**config.mk**
```make
export PLATFORM = sky130hd
export DESIGN_NAME = ret_ctrl
export DESIGN_NICKNAME = d
export VERILOG_FILES = /design/src/hw/rtl/ret_pkg.sv /design/src/hw/rtl/ret_ctrl.sv
export SDC_FILE = /design/constraint.sdc
export NUM_CORES = 1
export LEC_CHECK = 0
export ABC_AREA = 1
export BUFFER_PORTS_ARGS = -buffer_cell sky130_fd_sc_hd__buf_2
export CAP_MARGIN = 20
export CORE_ASPECT_RATIO = 1.75
export CORE_MARGIN = 8
export CORE_UTILIZATION = 51
export DETAILED_ROUTE_END_ITERATION = 16
export PLACE_DENSITY = 0.79
export SKIP_LAST_GASP = 1
export SYNTH_ARGS = -nofsm -noshare
export SYNTH_HDL_FRONTEND = slang
export SYNTH_SLANG_ARGS = --single-unit
```
**constraint.sdc**
```tcl
create_clock -name clk -period 4.1 [get_ports clk]
set_clock_uncertainty 0.2 [all_clocks]
set_input_delay 0.615 -clock clk [delete_from_list [all_inputs] [get_ports clk]]
set_output_delay 0.615 -clock clk [all_outputs]
set_load 0.01 [all_outputs]
```
**src/hw/rtl/ret_pkg.sv**
```systemverilog
// ----------------------------------------------------------------------------
// ret_pkg : shared types and constants for the readiness event table
// Item codes, status codes, sequencer states and the result record.
// ----------------------------------------------------------------------------
`timescale 1ns / 1ps
`default_nettype none

package ret_pkg;

  localparam int NUM_SOCKETS_DEF = 256;
  localparam int MAX_COLLECT_DEF = 64;

  localparam int KIND_W  = 3;
  localparam int SOCK_W  = 8;
  localparam int MASK_W  = 32;
  localparam int MAXEV_W = 7;

  localparam logic [MASK_W-1:0] ERR_BIT = 32'h0000_0008;
  localparam logic [MASK_W-1:0] HUP_BIT = 32'h0000_0010;

  typedef enum logic [KIND_W-1:0] {
    K_ADD     = 3'd0,
    K_DEL     = 3'd1,
    K_MOD     = 3'd2,
    K_REPORT  = 3'd3,
    K_COLLECT = 3'd4
  } kind_t;

  typedef enum logic [1:0] {
    ST_OK     = 2'd0,
    ST_DUP    = 2'd1,
    ST_ABSENT = 2'd2,
    ST_BADARG = 2'd3
  } status_t;

  typedef enum logic [2:0] {
    S_CLEAR,
    S_IDLE,
    S_EXEC,
    S_PATCH_RD,
    S_PATCH_WR,
    S_RESP,
    S_POP
  } state_t;

  typedef struct packed {
    status_t             status;
    logic                entry_valid;
    logic [SOCK_W-1:0]   sock;
    logic [MASK_W-1:0]   mask;
    logic                last;
  } res_t;

endpackage

`default_nettype wire

```
**src/hw/rtl/ret_ctrl.sv**
```systemverilog
// ----------------------------------------------------------------------------
// ret_ctrl : sequencer for the interest table and ready list
// Read-modify-write of per-socket entries; ready list kept as a doubly
// linked stack threaded through the entries.
// ----------------------------------------------------------------------------
`timescale 1ns / 1ps
`default_nettype none

module ret_ctrl #(
  parameter int NUM_SOCKETS = ret_pkg::NUM_SOCKETS_DEF,
  parameter int MAX_COLLECT = ret_pkg::MAX_COLLECT_DEF,
  localparam int IW = $clog2(NUM_SOCKETS),
  localparam int PW = IW + 1,
  localparam int EW = 2 + 2 * PW + ret_pkg::MASK_W
) (
  input  wire logic                           clk,
  input  wire logic                           rst,
  input  wire logic                           in_valid,
  output logic                                in_ready,
  input  wire logic [ret_pkg::KIND_W-1:0]     kind,
  input  wire logic [ret_pkg::SOCK_W-1:0]     socket_id,
  input  wire logic [ret_pkg::MASK_W-1:0]     event_mask,
  input  wire logic [ret_pkg::MAXEV_W-1:0]    max_events,
  input  wire logic                           slot_free,
  output logic                                res_load,
  output ret_pkg::res_t                       res,
  output logic                                wr_en,
  output logic      [IW-1:0]                  wr_addr,
  output logic      [EW-1:0]                  wr_data,
  output logic                                rd_en,
  output logic      [IW-1:0]                  rd_addr,
  input  wire logic [EW-1:0]                  rd_data
);

  localparam int MW = ret_pkg::MASK_W;
  localparam logic [PW-1:0] NIL = {1'b1, {IW{1'b0}}};
  localparam logic [ret_pkg::MAXEV_W-1:0] MAXC = ret_pkg::MAXEV_W'(MAX_COLLECT);

  ret_pkg::state_t  state, state_next;
  ret_pkg::status_t st, st_next;
  logic [PW-1:0]    top, top_next;     // newest ready entry, MSB set = empty
  logic [PW-1:0]    pa, pa_next;       // neighbor above (newer)
  logic [PW-1:0]    pb, pb_next;       // neighbor below (older)
  logic             pend_a, pend_a_next;
  logic             pend_b, pend_b_next;
  logic [ret_pkg::MAXEV_W-1:0] remaining, remaining_next;
  logic [IW-1:0]    clr, clr_next;
  logic [ret_pkg::KIND_W-1:0] k_kind, k_kind_next;
  logic [IW-1:0]    k_addr, k_addr_next;
  logic [MW-1:0]    k_mask, k_mask_next;

  // entry fields of the word just read
  logic          e_reg, e_rdy, pop_last;
  logic [PW-1:0] e_above, e_below;
  logic [MW-1:0] e_mask;
  logic [IW+7:0] sock_ext;
  logic          in_range;

  assign e_reg   = rd_data[EW-1];
  assign e_rdy   = rd_data[EW-2];
  assign e_above = rd_data[2*PW+MW-1:PW+MW];
  assign e_below = rd_data[PW+MW-1:MW];
  assign e_mask  = rd_data[MW-1:0];

  assign sock_ext = (IW+8)'(socket_id);
  assign in_range = sock_ext < (IW+8)'(NUM_SOCKETS);
  assign pop_last = (remaining == ret_pkg::MAXEV_W'(1)) || e_below[IW];

  always_ff @(posedge clk) begin
    if (rst) begin
      state     <= ret_pkg::S_CLEAR;
      top       <= NIL;
      pend_a    <= 1'b0;
      pend_b    <= 1'b0;
      clr       <= '0;
      remaining <= '0;
    end else begin
      state     <= state_next;
      top       <= top_next;
      pend_a    <= pend_a_next;
      pend_b    <= pend_b_next;
      clr       <= clr_next;
      remaining <= remaining_next;
    end
  end

  always_ff @(posedge clk) begin
    st     <= st_next;
    pa     <= pa_next;
    pb     <= pb_next;
    k_kind <= k_kind_next;
    k_addr <= k_addr_next;
    k_mask <= k_mask_next;
  end

  always_comb begin
    state_next     = state;
    st_next        = st;
    top_next       = top;
    pa_next        = pa;
    pb_next        = pb;
    pend_a_next    = pend_a;
    pend_b_next    = pend_b;
    remaining_next = remaining;
    clr_next       = clr;
    k_kind_next    = k_kind;
    k_addr_next    = k_addr;
    k_mask_next    = k_mask;
    in_ready       = 1'b0;
    rd_en          = 1'b0;
    rd_addr        = k_addr;
    wr_en          = 1'b0;
    wr_addr        = k_addr;
    wr_data        = rd_data;
    res_load       = 1'b0;
    res            = '{status: st, entry_valid: 1'b0, sock: '0, mask: '0, last: 1'b1};

    unique case (state)
      ret_pkg::S_CLEAR: begin
        wr_en    = 1'b1;
        wr_addr  = clr;
        wr_data  = '0;
        clr_next = clr + IW'(1);
        if (clr == IW'(NUM_SOCKETS - 1)) begin
          state_next = ret_pkg::S_IDLE;
        end
      end

      ret_pkg::S_IDLE: begin
        in_ready = 1'b1;
        if (in_valid) begin
          k_kind_next = kind;
          k_addr_next = sock_ext[IW-1:0];
          k_mask_next = event_mask;
          unique case (kind)
            ret_pkg::K_ADD, ret_pkg::K_DEL, ret_pkg::K_MOD, ret_pkg::K_REPORT: begin
              if (in_range) begin
                rd_en      = 1'b1;
                rd_addr    = sock_ext[IW-1:0];
                state_next = ret_pkg::S_EXEC;
              end else begin
                st_next    = ret_pkg::ST_BADARG;
                state_next = ret_pkg::S_RESP;
              end
            end
            ret_pkg::K_COLLECT: begin
              if (max_events == '0) begin
                st_next    = ret_pkg::ST_BADARG;
                state_next = ret_pkg::S_RESP;
              end else if (top[IW]) begin
                st_next    = ret_pkg::ST_OK;
                state_next = ret_pkg::S_RESP;
              end else begin
                remaining_next = (max_events > MAXC) ? MAXC : max_events;
                rd_en          = 1'b1;
                rd_addr        = top[IW-1:0];
                state_next     = ret_pkg::S_POP;
              end
            end
            default: begin
              st_next    = ret_pkg::ST_BADARG;
              state_next = ret_pkg::S_RESP;
            end
          endcase
        end
      end

      ret_pkg::S_EXEC: begin
        st_next = ret_pkg::ST_OK;
        unique case (k_kind)
          ret_pkg::K_ADD: begin
            if (e_reg) begin
              st_next = ret_pkg::ST_DUP;
            end else begin
              wr_en   = 1'b1;
              wr_data = {1'b1, 1'b0, NIL, NIL, k_mask};
            end
          end
          ret_pkg::K_DEL: begin
            if (!e_reg) begin
              st_next = ret_pkg::ST_ABSENT;
            end else begin
              wr_en   = 1'b1;
              wr_data = {1'b0, 1'b0, NIL, NIL, e_mask};
              if (e_rdy) begin
                // unlink: above.below <= below, below.above <= above
                pa_next = e_above;
                pb_next = e_below;
                if ({1'b0, k_addr} == top) begin
                  // the top's upper link may be stale after a pop
                  top_next = e_below;
                  pa_next  = NIL;
                end else begin
                  pend_a_next = 1'b1;
                end
                pend_b_next = !e_below[IW];
              end
            end
          end
          ret_pkg::K_MOD: begin
            if (!e_reg) begin
              st_next = ret_pkg::ST_ABSENT;
            end else begin
              wr_en   = 1'b1;
              wr_data = {1'b1, e_rdy, e_above, e_below,
                         k_mask | ret_pkg::ERR_BIT | ret_pkg::HUP_BIT};
            end
          end
          ret_pkg::K_REPORT: begin
            if (!e_reg) begin
              st_next = ret_pkg::ST_ABSENT;
            end else if (e_rdy) begin
              wr_en   = 1'b1;
              wr_data = {1'b1, 1'b1, e_above, e_below, e_mask | k_mask};
            end else begin
              // push on top; old top gets this entry as its upper neighbor
              wr_en    = 1'b1;
              wr_data  = {1'b1, 1'b1, NIL, top, e_mask};
              top_next = {1'b0, k_addr};
              if (!top[IW]) begin
                pend_b_next = 1'b1;
                pb_next     = top;
                pa_next     = {1'b0, k_addr};
              end
            end
          end
          default: begin
            st_next = ret_pkg::ST_BADARG;
          end
        endcase
        state_next = (pend_a_next || pend_b_next) ? ret_pkg::S_PATCH_RD : ret_pkg::S_RESP;
      end

      ret_pkg::S_PATCH_RD: begin
        rd_en      = 1'b1;
        rd_addr    = pend_a ? pa[IW-1:0] : pb[IW-1:0];
        state_next = ret_pkg::S_PATCH_WR;
      end

      ret_pkg::S_PATCH_WR: begin
        wr_en = 1'b1;
        if (pend_a) begin
          wr_addr     = pa[IW-1:0];
          wr_data     = {e_reg, e_rdy, e_above, pb, e_mask};
          pend_a_next = 1'b0;
          state_next  = pend_b ? ret_pkg::S_PATCH_RD : ret_pkg::S_RESP;
        end else begin
          wr_addr     = pb[IW-1:0];
          wr_data     = {e_reg, e_rdy, pa, e_below, e_mask};
          pend_b_next = 1'b0;
          state_next  = ret_pkg::S_RESP;
        end
      end

      ret_pkg::S_RESP: begin
        if (slot_free) begin
          res_load   = 1'b1;
          state_next = ret_pkg::S_IDLE;
        end
      end

      ret_pkg::S_POP: begin
        // rd_data holds the top entry; it is held while the output stalls
        if (slot_free) begin
          res_load       = 1'b1;
          res            = '{status: ret_pkg::ST_OK, entry_valid: 1'b1,
                             sock: ret_pkg::SOCK_W'(top[IW-1:0]), mask: e_mask,
                             last: pop_last};
          wr_en          = 1'b1;
          wr_addr        = top[IW-1:0];
          wr_data        = {e_reg, 1'b0, NIL, NIL, e_mask};
          top_next       = e_below;
          remaining_next = remaining - ret_pkg::MAXEV_W'(1);
          if (pop_last) begin
            state_next = ret_pkg::S_IDLE;
          end else begin
            rd_en   = 1'b1;
            rd_addr = e_below[IW-1:0];
          end
        end
      end

      default: begin
        state_next = ret_pkg::S_IDLE;
      end
    endcase
  end

  // never read and write the same entry in one cycle
  a_no_rw_overlap: assert property (@(posedge clk) disable iff (rst)
    !(wr_en && rd_en && (wr_addr == rd_addr)))
    else $error("read and write of same entry in one cycle");

  // results only go out into a free output slot
  a_load_free: assert property (@(posedge clk) disable iff (rst)
    res_load |-> slot_free)
    else $error("result loaded into busy output slot");

  // popping requires a non-empty ready list
  a_pop_nonempty: assert property (@(posedge clk) disable iff (rst)
    (state == ret_pkg::S_POP) |-> !top[IW])
    else $error("pop from empty ready list");

  // the clearing pass follows reset and keeps the input closed
  a_clear_after_rst: assert property (@(posedge clk)
    $past(rst) |-> (state == ret_pkg::S_CLEAR && !in_ready))
    else $error("clearing pass not started after reset");

  // a patch is only pending while the patch sequence runs
  a_patch_scope: assert property (@(posedge clk) disable iff (rst)
    (state == ret_pkg::S_IDLE) |-> !(pend_a || pend_b))
    else $error("link patch left pending");

endmodule

`default_nettype wire

```
==> results.sh, run 1 <==
export IMPL_status="finished clean"
export IMPL_dieArea_um2=16300
export IMPL_drt_pre_antenna_iters=7
export IMPL_setup_worst_path_class="flip-flop to output port"
export IMPL_routed_wire_length_per_instance_um=18.0
export IMPL_critical_path_max_fanout=45
export IMPL_syn_num_nets=968
export IMPL_fin_crit_sh=0.874
export IMPL_netlist_instances=859
export IMPL_drt_initial_drc_count=537
export IMPL_postCtsHoldBufs=0
export IMPL_count_of_unresolved_drc_violations_after_routing=0
export IMPL_final_nets=1174
export IMPL_report_power_total_mw=2.96
export IMPL_postRouteWirelength_mm=22.3
export IMPL_routed_via_count=6863
export IMPL_cell_by_cell_listing_of_the_critical_path="inv_4 > nor2_8 > inv_4 > nor2_8 > inv_4 > nand2_8 > inv_2 > nand2_4 > o22ai_1 > buf_2"
export IMPL_synth_seq_cells=92
export IMPL_relSlewSlack=0.414
export IMPL_track_usage=0.269
export IMPL_synth_mux_area_frac=0.00158
export IMPL_synthesis_area_um2=6320
export IMPL_synth_fa_ha_area_frac=0.00594
export IMPL_power_leakage_nw=3.79
export IMPL_setup_violations_final=0
export IMPL_power_density_nw_per_um2=378
export IMPL_maxCapViolCount=0
export IMPL_die_y_um=163
export IMPL_antenna_found_initial=1
export IMPL_detailedPlacementHpwl_mm=17.7
export IMPL_grt_setup_unrepaired="no"
export IMPL_slew_violations=0
export IMPL_gp_routability_congestion=1.00
export IMPL_max_vdd_ir_drop_mv=0.267
export IMPL_io_pin_count=222
export IMPL_synth_simple_gate_area_frac=0.250
export IMPL_worst_setup_path_start_kind="flip-flop"
export IMPL_cts_repair_timing_setup_buffer_count=0
export IMPL_cts_clk_slew_worst_paths_ps=70
export IMPL_ys_types=46
export IMPL_crit_path_end_kind="output port"
export IMPL_ys_dominant_reg_cell="edfxtp_1"
export IMPL_numCtsBuffers=9
export IMPL_tritoncts="yes"
export IMPL_finalHoldWorstSlack_ps=227
export IMPL_fmax_mhz=279
export IMPL_die_outline_width_um=100
export IMPL_timing_critical_path_required_ps=3280
export IMPL_row_count=54
export IMPL_crit_path_buffers_inverters=5
export IMPL_transition_at_the_pin_with_the_smallest_max_transition_slack_ps=879
export IMPL_syn_mean_instance_area_um2=7.36
export IMPL_gr_total_overflow=0
export IMPL_final_setup_tns_ps=0
export IMPL_grt_first_pass_wirelength_mm=34.4
export IMPL_cts_resized=0
export IMPL_critical_path_slowest_cell="dfxtp_1"
export IMPL_clock_tree_buffer_depth=2
export IMPL_timing_final_crit_period_ps=3580
export IMPL_via_per_inst=5.54
export IMPL_grt_max_degree=46
export IMPL_post_synthesis_share_of_cell_area_spent_on_xor_and_xnor_gates=0.00277
export IMPL_worst_skew_pair_late_latency_ps=360
export IMPL_synth_edf_count=63
export IMPL_initial_utilization=0.514
export IMPL_timing_hold_violations_final=0
export IMPL_fp_coreArea_um2=12300
export IMPL_clock_root_buffer="clkbuf_16"
export IMPL_htreeDepth=3
export IMPL_final_layout_size_suffix_gt1_frac=0.292
export IMPL_number_of_global_route_vias_before_repair=6728
export IMPL_synth_warnings=0
export IMPL_worstPathArrival_ps=2770
export IMPL_seq_area_frac_synth=0.391
export IMPL_place_port_buffers=221
export IMPL_layout_area_overhead_vs_synth_pct=23.8
export IMPL_timing_critical_path_slowest_cell_delay_ps=470
export IMPL_critPathMostFrequentCell="inv_4"
export IMPL_async_flop_share=0
export IMPL_min_path_type="primary input to flip-flop"
export IMPL_worst_path_dominant_cell_family="buffers and inverters"
export IMPL_tritoncts_num_sinks=92
export IMPL_antenna_violating_nets_post_route=0
export IMPL_dominant_combinational_cell_family_by_area_after_synthesis="simple AND/OR/NAND/NOR gates"
export IMPL_synth_compound_gate_area_share=0.231
## logic make-up after synthesis
logic type	after synthesis
muxes	1
buffers and inverters	173
AOI/OAI and AO/OA	248
xor gates and xnor gates	2
DFF	92
adders and majority gates	3
and+or+nand+nor	340
## power by group
group / internal [mW] / switching [mW]
logic: 0.305 / 0.610
clock network: 0.546 / 0.392
registers: 1.07 / 0.0398
## cell usage in the layout, fill, tap and decap left out, types with 3 or more instances in the layout
cell type	netlist	layout
nand3_1	33	33
nand2_2	7	7
a22oi_2	8	8
buf_2	10	221
nor2_8	4	4
o221ai_1	3	3
nand4_1	9	9
nand2_4	3	3
nand2_1	181	181
edfxtp_1	63	63
a21oi_1	52	52
inv_4	4	4
nor2_1	77	76
dfxtp_1	29	29
nor3_1	8	8
o21ai_2	13	13
o21ai_1	4	4
o211ai_1	7	7
a211oi_1	4	4
inv_2	7	7
inv_1	128	128
o22ai_1	6	6
a31oi_1	6	6
clkbuf_16	0	9
buf_4	2	6
ha_1	3	3
nand3_2	3	3
o21ai_0	132	132
inv_6	0	3
nor2_4	2	3
nor2_2	7	7
## area by class of cell
class / count / area (um2)
inverter: 141 / 539
clock inverter: 7 / 106
sequential: 92 / 2470
fill: 1181 / 4480
tap: 168 / 210
multi-input combinational: 594 / 3110
timing repair buffer: 227 / 1150
antenna: 1 / 2.50
clock buffer: 9 / 225
## stage by stage
stage | area (um2) | cells | util | worst slack, ps
2_1_floorplan | 6320 | 859 | - | 915
3_3_place_gp | 7490 | 1222 | 0.609 | 891
3_5_place_dp | 7490 | 1222 | 0.609 | 899
4_1_cts | 7820 | 1238 | 0.636 | 529
5_1_grt | 7820 | 1239 | 0.636 | 396
6_report | 7820 | 1239 | 0.636 | 516
## path summary, 6_finish.rpt
check                  from           to  slack, ps  depth (start not counted)
min reg2reg          clr[4]       clr[5]        290                          2
max                state[2]  wr_data[34]        520                         10
min          event_mask[17]   k_mask[17]        230                          1
max reg2reg       k_kind[2]        pa[0]       1000                          5
## cells in the mapped netlist (all sizes together), types with 5 or more instances
library cell | instances | share of area
a22oi | 10 | 0.018
clkbuf | 11 | 0.0065
edfxtp | 63 | 0.30
nand2 | 193 | 0.13
o21ai | 149 | 0.13
a21oi | 54 | 0.044
a31oi | 6 | 0.0059
inv | 139 | 0.084
o211ai | 7 | 0.0083
buf | 21 | 0.025
o22ai | 8 | 0.0099
nor3 | 9 | 0.0079
dfxtp | 29 | 0.092
nand3 | 36 | 0.031
a211oi | 5 | 0.0067
nand4 | 9 | 0.0089
nor2 | 90 | 0.069
## flip-flops by register name (all words and copies together), names as in the netlist
signal     cells
clr            8
top            9
pa             9
k_mask        32
k_kind         3
state          3
pb             9
st             2
pend_b         1
remaining      7
k_addr         8
pend_a         1
## routing by layer
metal,GRT usage,wire (um)
met5,0,0
met4,0.168,1000
met3,0.0529,2050
met2,0.494,11700
met1,0.269,7540
Note: power is estimated with default switching activity, not from simulation.
==> inputs of run 2 (changes only) <==
- MAX_ROUTING_LAYER: not set -> met4
- RECOVER_POWER: not set -> 50
==> run 2 against run 1 <==
Effect of this change: via count about the same; critical path type unchanged; cell count up 0.16%; sequential cell count unchanged; global-route usage up 0.83 points; clock power down 1%; sequential power about the same; non-clock buffer count up 1; critical endpoint is now wr_addr[0]; highest routed layer unchanged; setup slack worse by 150 ps; combinational power down 3.9%.
==> results.sh, run 2 (synthesis gave the netlist of run 1 again) <==
export IMPL_setup_ws_ps=362
export IMPL_worstPathArrival_ps=2920
export IMPL_antenna_found_initial=2
export IMPL_grt_first_pass_wirelength_mm=34.7
export IMPL_antenna_violating_nets_post_route=0
export IMPL_most_common_cell_after_layout_fill_and_taps_aside="buf_2"
export IMPL_drt_pre_antenna_iters=5
export IMPL_setup_slack_of_the_most_critical_reg_to_reg_path_ps=890
export IMPL_timing_final_crit_period_ps=3740
export IMPL_initial_utilization=0.514
export IMPL_cts_clk_slew_worst_paths_ps=70
export IMPL_min_path_type="primary input to flip-flop"
export IMPL_tritoncts="yes"
export IMPL_maxCapViolCount=0
export IMPL_mostFrequentLayoutCells="buf_2, nand2_1, o21ai_0, inv_1, nor2_1"
export IMPL_place_port_buffers=221
export IMPL_slew_violations=0
export IMPL_fmax_mhz=268
export IMPL_worst_setup_path_start_kind="flip-flop"
export IMPL_worstReg2RegEnd="k_mask[24]"
export IMPL_dieArea_um2=16300
export IMPL_worst_r2r_path_depth=4
export IMPL_postCtsHoldBufs=0
export IMPL_via_per_inst=5.54
export IMPL_gr_total_overflow=0
export IMPL_tritoncts_num_sinks=92
export IMPL_cts_repair_timing_setup_buffer_count=0
export IMPL_critPathCapture="wr_addr[0]"
export IMPL_final_nets=1175
export IMPL_detailedPlacementHpwl_mm=17.9
export IMPL_setup_violations_final=0
export IMPL_critical_path_max_fanout=9
export IMPL_postRouteWirelength_mm=22.7
export IMPL_gp_routability_congestion=1.03
export IMPL_routed_via_count=6869
export IMPL_layout_area_seq_um2=2470
export IMPL_worst_skew_pair_late_latency_ps=360
export IMPL_io_pin_count=222
export IMPL_max_vdd_ir_drop_mv=0.234
export IMPL_final_layout_size_suffix_gt1_frac=0.261
export IMPL_numCtsBuffers=9
export IMPL_die_outline_width_um=100
export IMPL_timing_critical_path_from="state[1]"
export IMPL_timing_critical_path_required_ps=3280
export IMPL_relSlewSlack=0.0851
export IMPL_multi_input_comb_area_um2=3010
export IMPL_number_of_global_route_vias_before_repair=6720
export IMPL_transition_at_the_pin_with_the_smallest_max_transition_slack_ps=1370
export IMPL_row_count=54
export IMPL_nFillCells=1244
export IMPL_count_of_unresolved_drc_violations_after_routing=0
export IMPL_htreeDepth=3
export IMPL_status="finished clean"
export IMPL_track_usage=0.277
export IMPL_fp_coreArea_um2=12300
export IMPL_power_leakage_nw=3.69
export IMPL_setup_worst_path_class="flip-flop to output port"
export IMPL_final_setup_tns_ps=0
export IMPL_crit_reg2reg_launch="state[2]"
export IMPL_pre_cts_setup_slack_ps=912
export IMPL_cts_resized=0
export IMPL_largest_register_ffs=32
export IMPL_regMostFlops="k_mask"
export IMPL_grt_max_degree=46
export IMPL_clock_root_buffer="clkbuf_16"
export IMPL_routed_wire_length_per_instance_um=18.3
export IMPL_layout_area_overhead_vs_synth_pct=21.6
export IMPL_power_density_nw_per_um2=379
export IMPL_fin_crit_sh=0.912
export IMPL_drt_initial_drc_count=577
export IMPL_clock_tree_buffer_depth=2
export IMPL_timing_hold_violations_final=0
export IMPL_die_y_um=163
export IMPL_crit_path_end_kind="output port"
export IMPL_grt_setup_unrepaired="no"
==> run 2: worst min path at each step <==
stage               depth (start not counted)            to            from  slack (ps)
floorplan                                   2  remaining[6]    remaining[6]         250
CTS                                         1    k_mask[17]  event_mask[17]         230
global placement                            2  remaining[6]    remaining[6]         280
detailed placement                          2        clr[5]          clr[4]         280
global route                                1    k_mask[30]  event_mask[30]         230
finish                                      1    k_mask[14]  event_mask[14]         230
==> run 2: critical path, stage by stage (launching register included) <==
cell,delay [ps]
dfxtp_1,370
inv_1,160
nand2_1,330
nor2_1,710
inv_1,330
nor2_1,280
a21oi_1,70
o221ai_1,120
buf_2,190
==> run 2: where the power goes <==
| group | leakage (nW) | internal (mW) | total, mW | switching, mW |
|---|---|---|---|---|
| clock | 0.156 | 0.539 | 0.928 | 0.389 |
| combinational | 2.73 | 0.288 | 0.878 | 0.591 |
| sequential | 0.804 | 1.07 | 1.11 | 0.0384 |
==> run 2: final cells by class <==
cell class | count | area share
Antenna cell | 2 | 0.000651
Clock buffer | 9 | 0.0293
Clock inverter | 7 | 0.0129
Inverter | 141 | 0.0702
Multi-Input combinational cell | 594 | 0.391
Sequential cell | 92 | 0.322
Tap cell | 168 | 0.0273
Timing Repair Buffer | 228 | 0.147
==> run 2: metrics by stage <==
step	cell area (um2)	hold slack (ps)	std cells	power (mW)	util
after floorplan	6320	254	859	1.68	-
after global placement	7490	276	1223	2.03	0.609
after detailed placement	7490	278	1223	2.04	0.609
after CTS	7820	233	1239	2.95	0.636
after global routing	7690	228	1241	3.03	0.625
final	7690	229	1241	2.91	0.625
==> run 2: per-layer routing <==
| layer | routed length [um] | GRT usage | up-vias |
|---|---|---|---|
| li1 | - | - | 3280 |
| met1 | 8070 | 0.279 | 3173 |
| met2 | 11800 | 0.484 | 341 |
| met3 | 1650 | 0.0427 | 75 |
| met4 | 1150 | 0.185 | 0 |
| met5 | 0 | - | - |
==> inputs of run 3 (changes only) <==
- CORE_UTILIZATION: 51 -> 55
- PLACE_DENSITY: 0.79 -> 0.85
- clock period: 4.1 -> 4.4 ns (I/O delays scaled with it)
==> run 3 against run 2 <==
Effect of this change: register-to-register slack got worse by 260 ps; routed wire length increased by 2.4%; sequential share of layout area increased by 0.24 points; global-route usage increased by 2.4 points.
==> results.sh, run 3 (synthesis gave the netlist of run 1 again) <==
export IMPL_number_of_global_route_vias_before_repair=6845
export IMPL_regMostFlops="k_mask"
export IMPL_dieArea_um2=15300
export IMPL_initial_utilization=0.555
export IMPL_worst_skew_pair_late_latency_ps=360
export IMPL_critPathCapture="wr_data[49]"
export IMPL_place_port_buffers=221
export IMPL_antenna_violating_nets_post_route=0
export IMPL_count_of_unresolved_drc_violations_after_routing=0
export IMPL_cts_clk_slew_worst_paths_ps=70
export IMPL_mostFrequentLayoutCells="buf_2, nand2_1, o21ai_0, inv_1, nor2_1"
export IMPL_setup_violations_final=0
export IMPL_crit_reg2reg_launch="state[0]"
export IMPL_slew_violations=0
export IMPL_power_density_nw_per_um2=344
export IMPL_crit_path_end_kind="output port"
export IMPL_final_setup_tns_ps=0
export IMPL_largest_register_ffs=32
export IMPL_htreeDepth=3
export IMPL_power_leakage_nw=3.71
export IMPL_detailedPlacementHpwl_mm=18.2
export IMPL_io_pin_count=222
export IMPL_setup_slack_of_the_most_critical_reg_to_reg_path_ps=630
export IMPL_grt_setup_unrepaired="no"
export IMPL_nFillCells=1084
export IMPL_layout_area_seq_um2=2470
export IMPL_setup_ws_ps=332
export IMPL_timing_critical_path_required_ps=3540
export IMPL_final_nets=1174
export IMPL_worstPathArrival_ps=3210
export IMPL_grt_first_pass_wirelength_mm=35.6
export IMPL_fmax_mhz=246
export IMPL_timing_final_crit_period_ps=4070
export IMPL_track_usage=0.301
export IMPL_min_path_type="primary input to flip-flop"
export IMPL_most_common_cell_after_layout_fill_and_taps_aside="buf_2"
export IMPL_final_layout_size_suffix_gt1_frac=0.265
export IMPL_cts_resized=0
export IMPL_cts_repair_timing_setup_buffer_count=0
export IMPL_maxCapViolCount=0
export IMPL_setup_worst_path_class="flip-flop to output port"
export IMPL_routed_wire_length_per_instance_um=19.3
export IMPL_max_vdd_ir_drop_mv=0.274
export IMPL_relSlewSlack=0.121
export IMPL_worst_setup_path_start_kind="flip-flop"
export IMPL_numCtsBuffers=9
export IMPL_gr_total_overflow=0
export IMPL_critical_path_max_fanout=19
export IMPL_via_per_inst=5.72
export IMPL_timing_hold_violations_final=0
export IMPL_die_outline_width_um=97.0
export IMPL_timing_critical_path_from="state[0]"
export IMPL_status="finished clean"
export IMPL_drt_pre_antenna_iters=5
export IMPL_transition_at_the_pin_with_the_smallest_max_transition_slack_ps=1310
export IMPL_tritoncts_num_sinks=92
export IMPL_grt_max_degree=46
export IMPL_antenna_found_initial=0
export IMPL_row_count=52
export IMPL_postCtsHoldBufs=0
export IMPL_multi_input_comb_area_um2=3010
export IMPL_layout_area_overhead_vs_synth_pct=20.8
export IMPL_fp_coreArea_um2=11400
export IMPL_clock_root_buffer="clkbuf_16"
export IMPL_clock_tree_buffer_depth=2
export IMPL_finalHoldWorstSlack_ps=275
export IMPL_die_y_um=158
export IMPL_antenna_diode_count=0
export IMPL_postRouteWirelength_mm=23.2
export IMPL_routed_via_count=6897
export IMPL_fin_crit_sh=0.925
export IMPL_gp_routability_congestion=1.04
export IMPL_pre_cts_setup_slack_ps=912
export IMPL_worstReg2RegEnd="k_mask[23]"
export IMPL_worst_r2r_path_depth=5
export IMPL_tritoncts="yes"
export IMPL_drt_initial_drc_count=579
## run 3: cell types whose count changed in the layout (fill, tap and decap cells not counted), moves of 2 or more
cell       change
clkbuf_1       -5
diode_2        -2
bufinv_16      -2
buf_2          +4
## run 3: layout make-up
type | count | share of cell area
multi-input combinational | 594 | 0.395
sequential | 92 | 0.324
timing repair buffer | 227 | 0.151
inverter | 141 | 0.0707
clock buffer | 10 | 0.0313
tap | 135 | 0.0221
clock inverter | 6 | 0.00607
## run 3: stage by stage
step            util  area (um2)  cells  total power, mW
2_1_floorplan      -        6320    859             1.56
3_5_place_dp   0.653        7440   1188             1.88
3_3_place_gp   0.653        7440   1188             1.87
6_report       0.670        7630   1205             2.62
5_1_grt        0.670        7630   1205             2.73
4_1_cts        0.678        7720   1204             2.63
## run 3: worst min-delay path by stage
stage	cells after the start	start	endpoint
2_1_floorplan	2	remaining[6]	remaining[6]
3_3_place_gp	2	clr[2]	clr[2]
3_5_place_dp	2	clr[4]	clr[5]
4_1_cts	1	event_mask[14]	k_mask[14]
5_1_grt	1	event_mask[14]	k_mask[14]
6_report	1	event_mask[14]	k_mask[14]
## run 3: where the power goes
group,internal (mW),leakage (nW),total [mW],switching (mW)
logic,0.278,2.77,0.815,0.537
registers,0.995,0.804,1.04,0.0497
clock network,0.403,0.135,0.763,0.360
## run 3: worst max-delay path: stages, from the launching register on
cell	delay [ps]
dfxtp_1	540
inv_4	190
nand2_1	340
nor2_8	410
nand2_1	250
inv_1	480
a211oi_1	150
a32oi_1	300
buf_2	190
## run 3: metal layers
| layer | vias up | GRT usage | share of wire |
|---|---|---|---|
| met5 | - | - | 0 |
| met4 | 0 | 0.170 | 0.050 |
| met3 | 75 | 0.0620 | 0.078 |
| met2 | 407 | 0.532 | 0.51 |
| met1 | 3137 | 0.304 | 0.36 |
| li1 | 3278 | - | - |
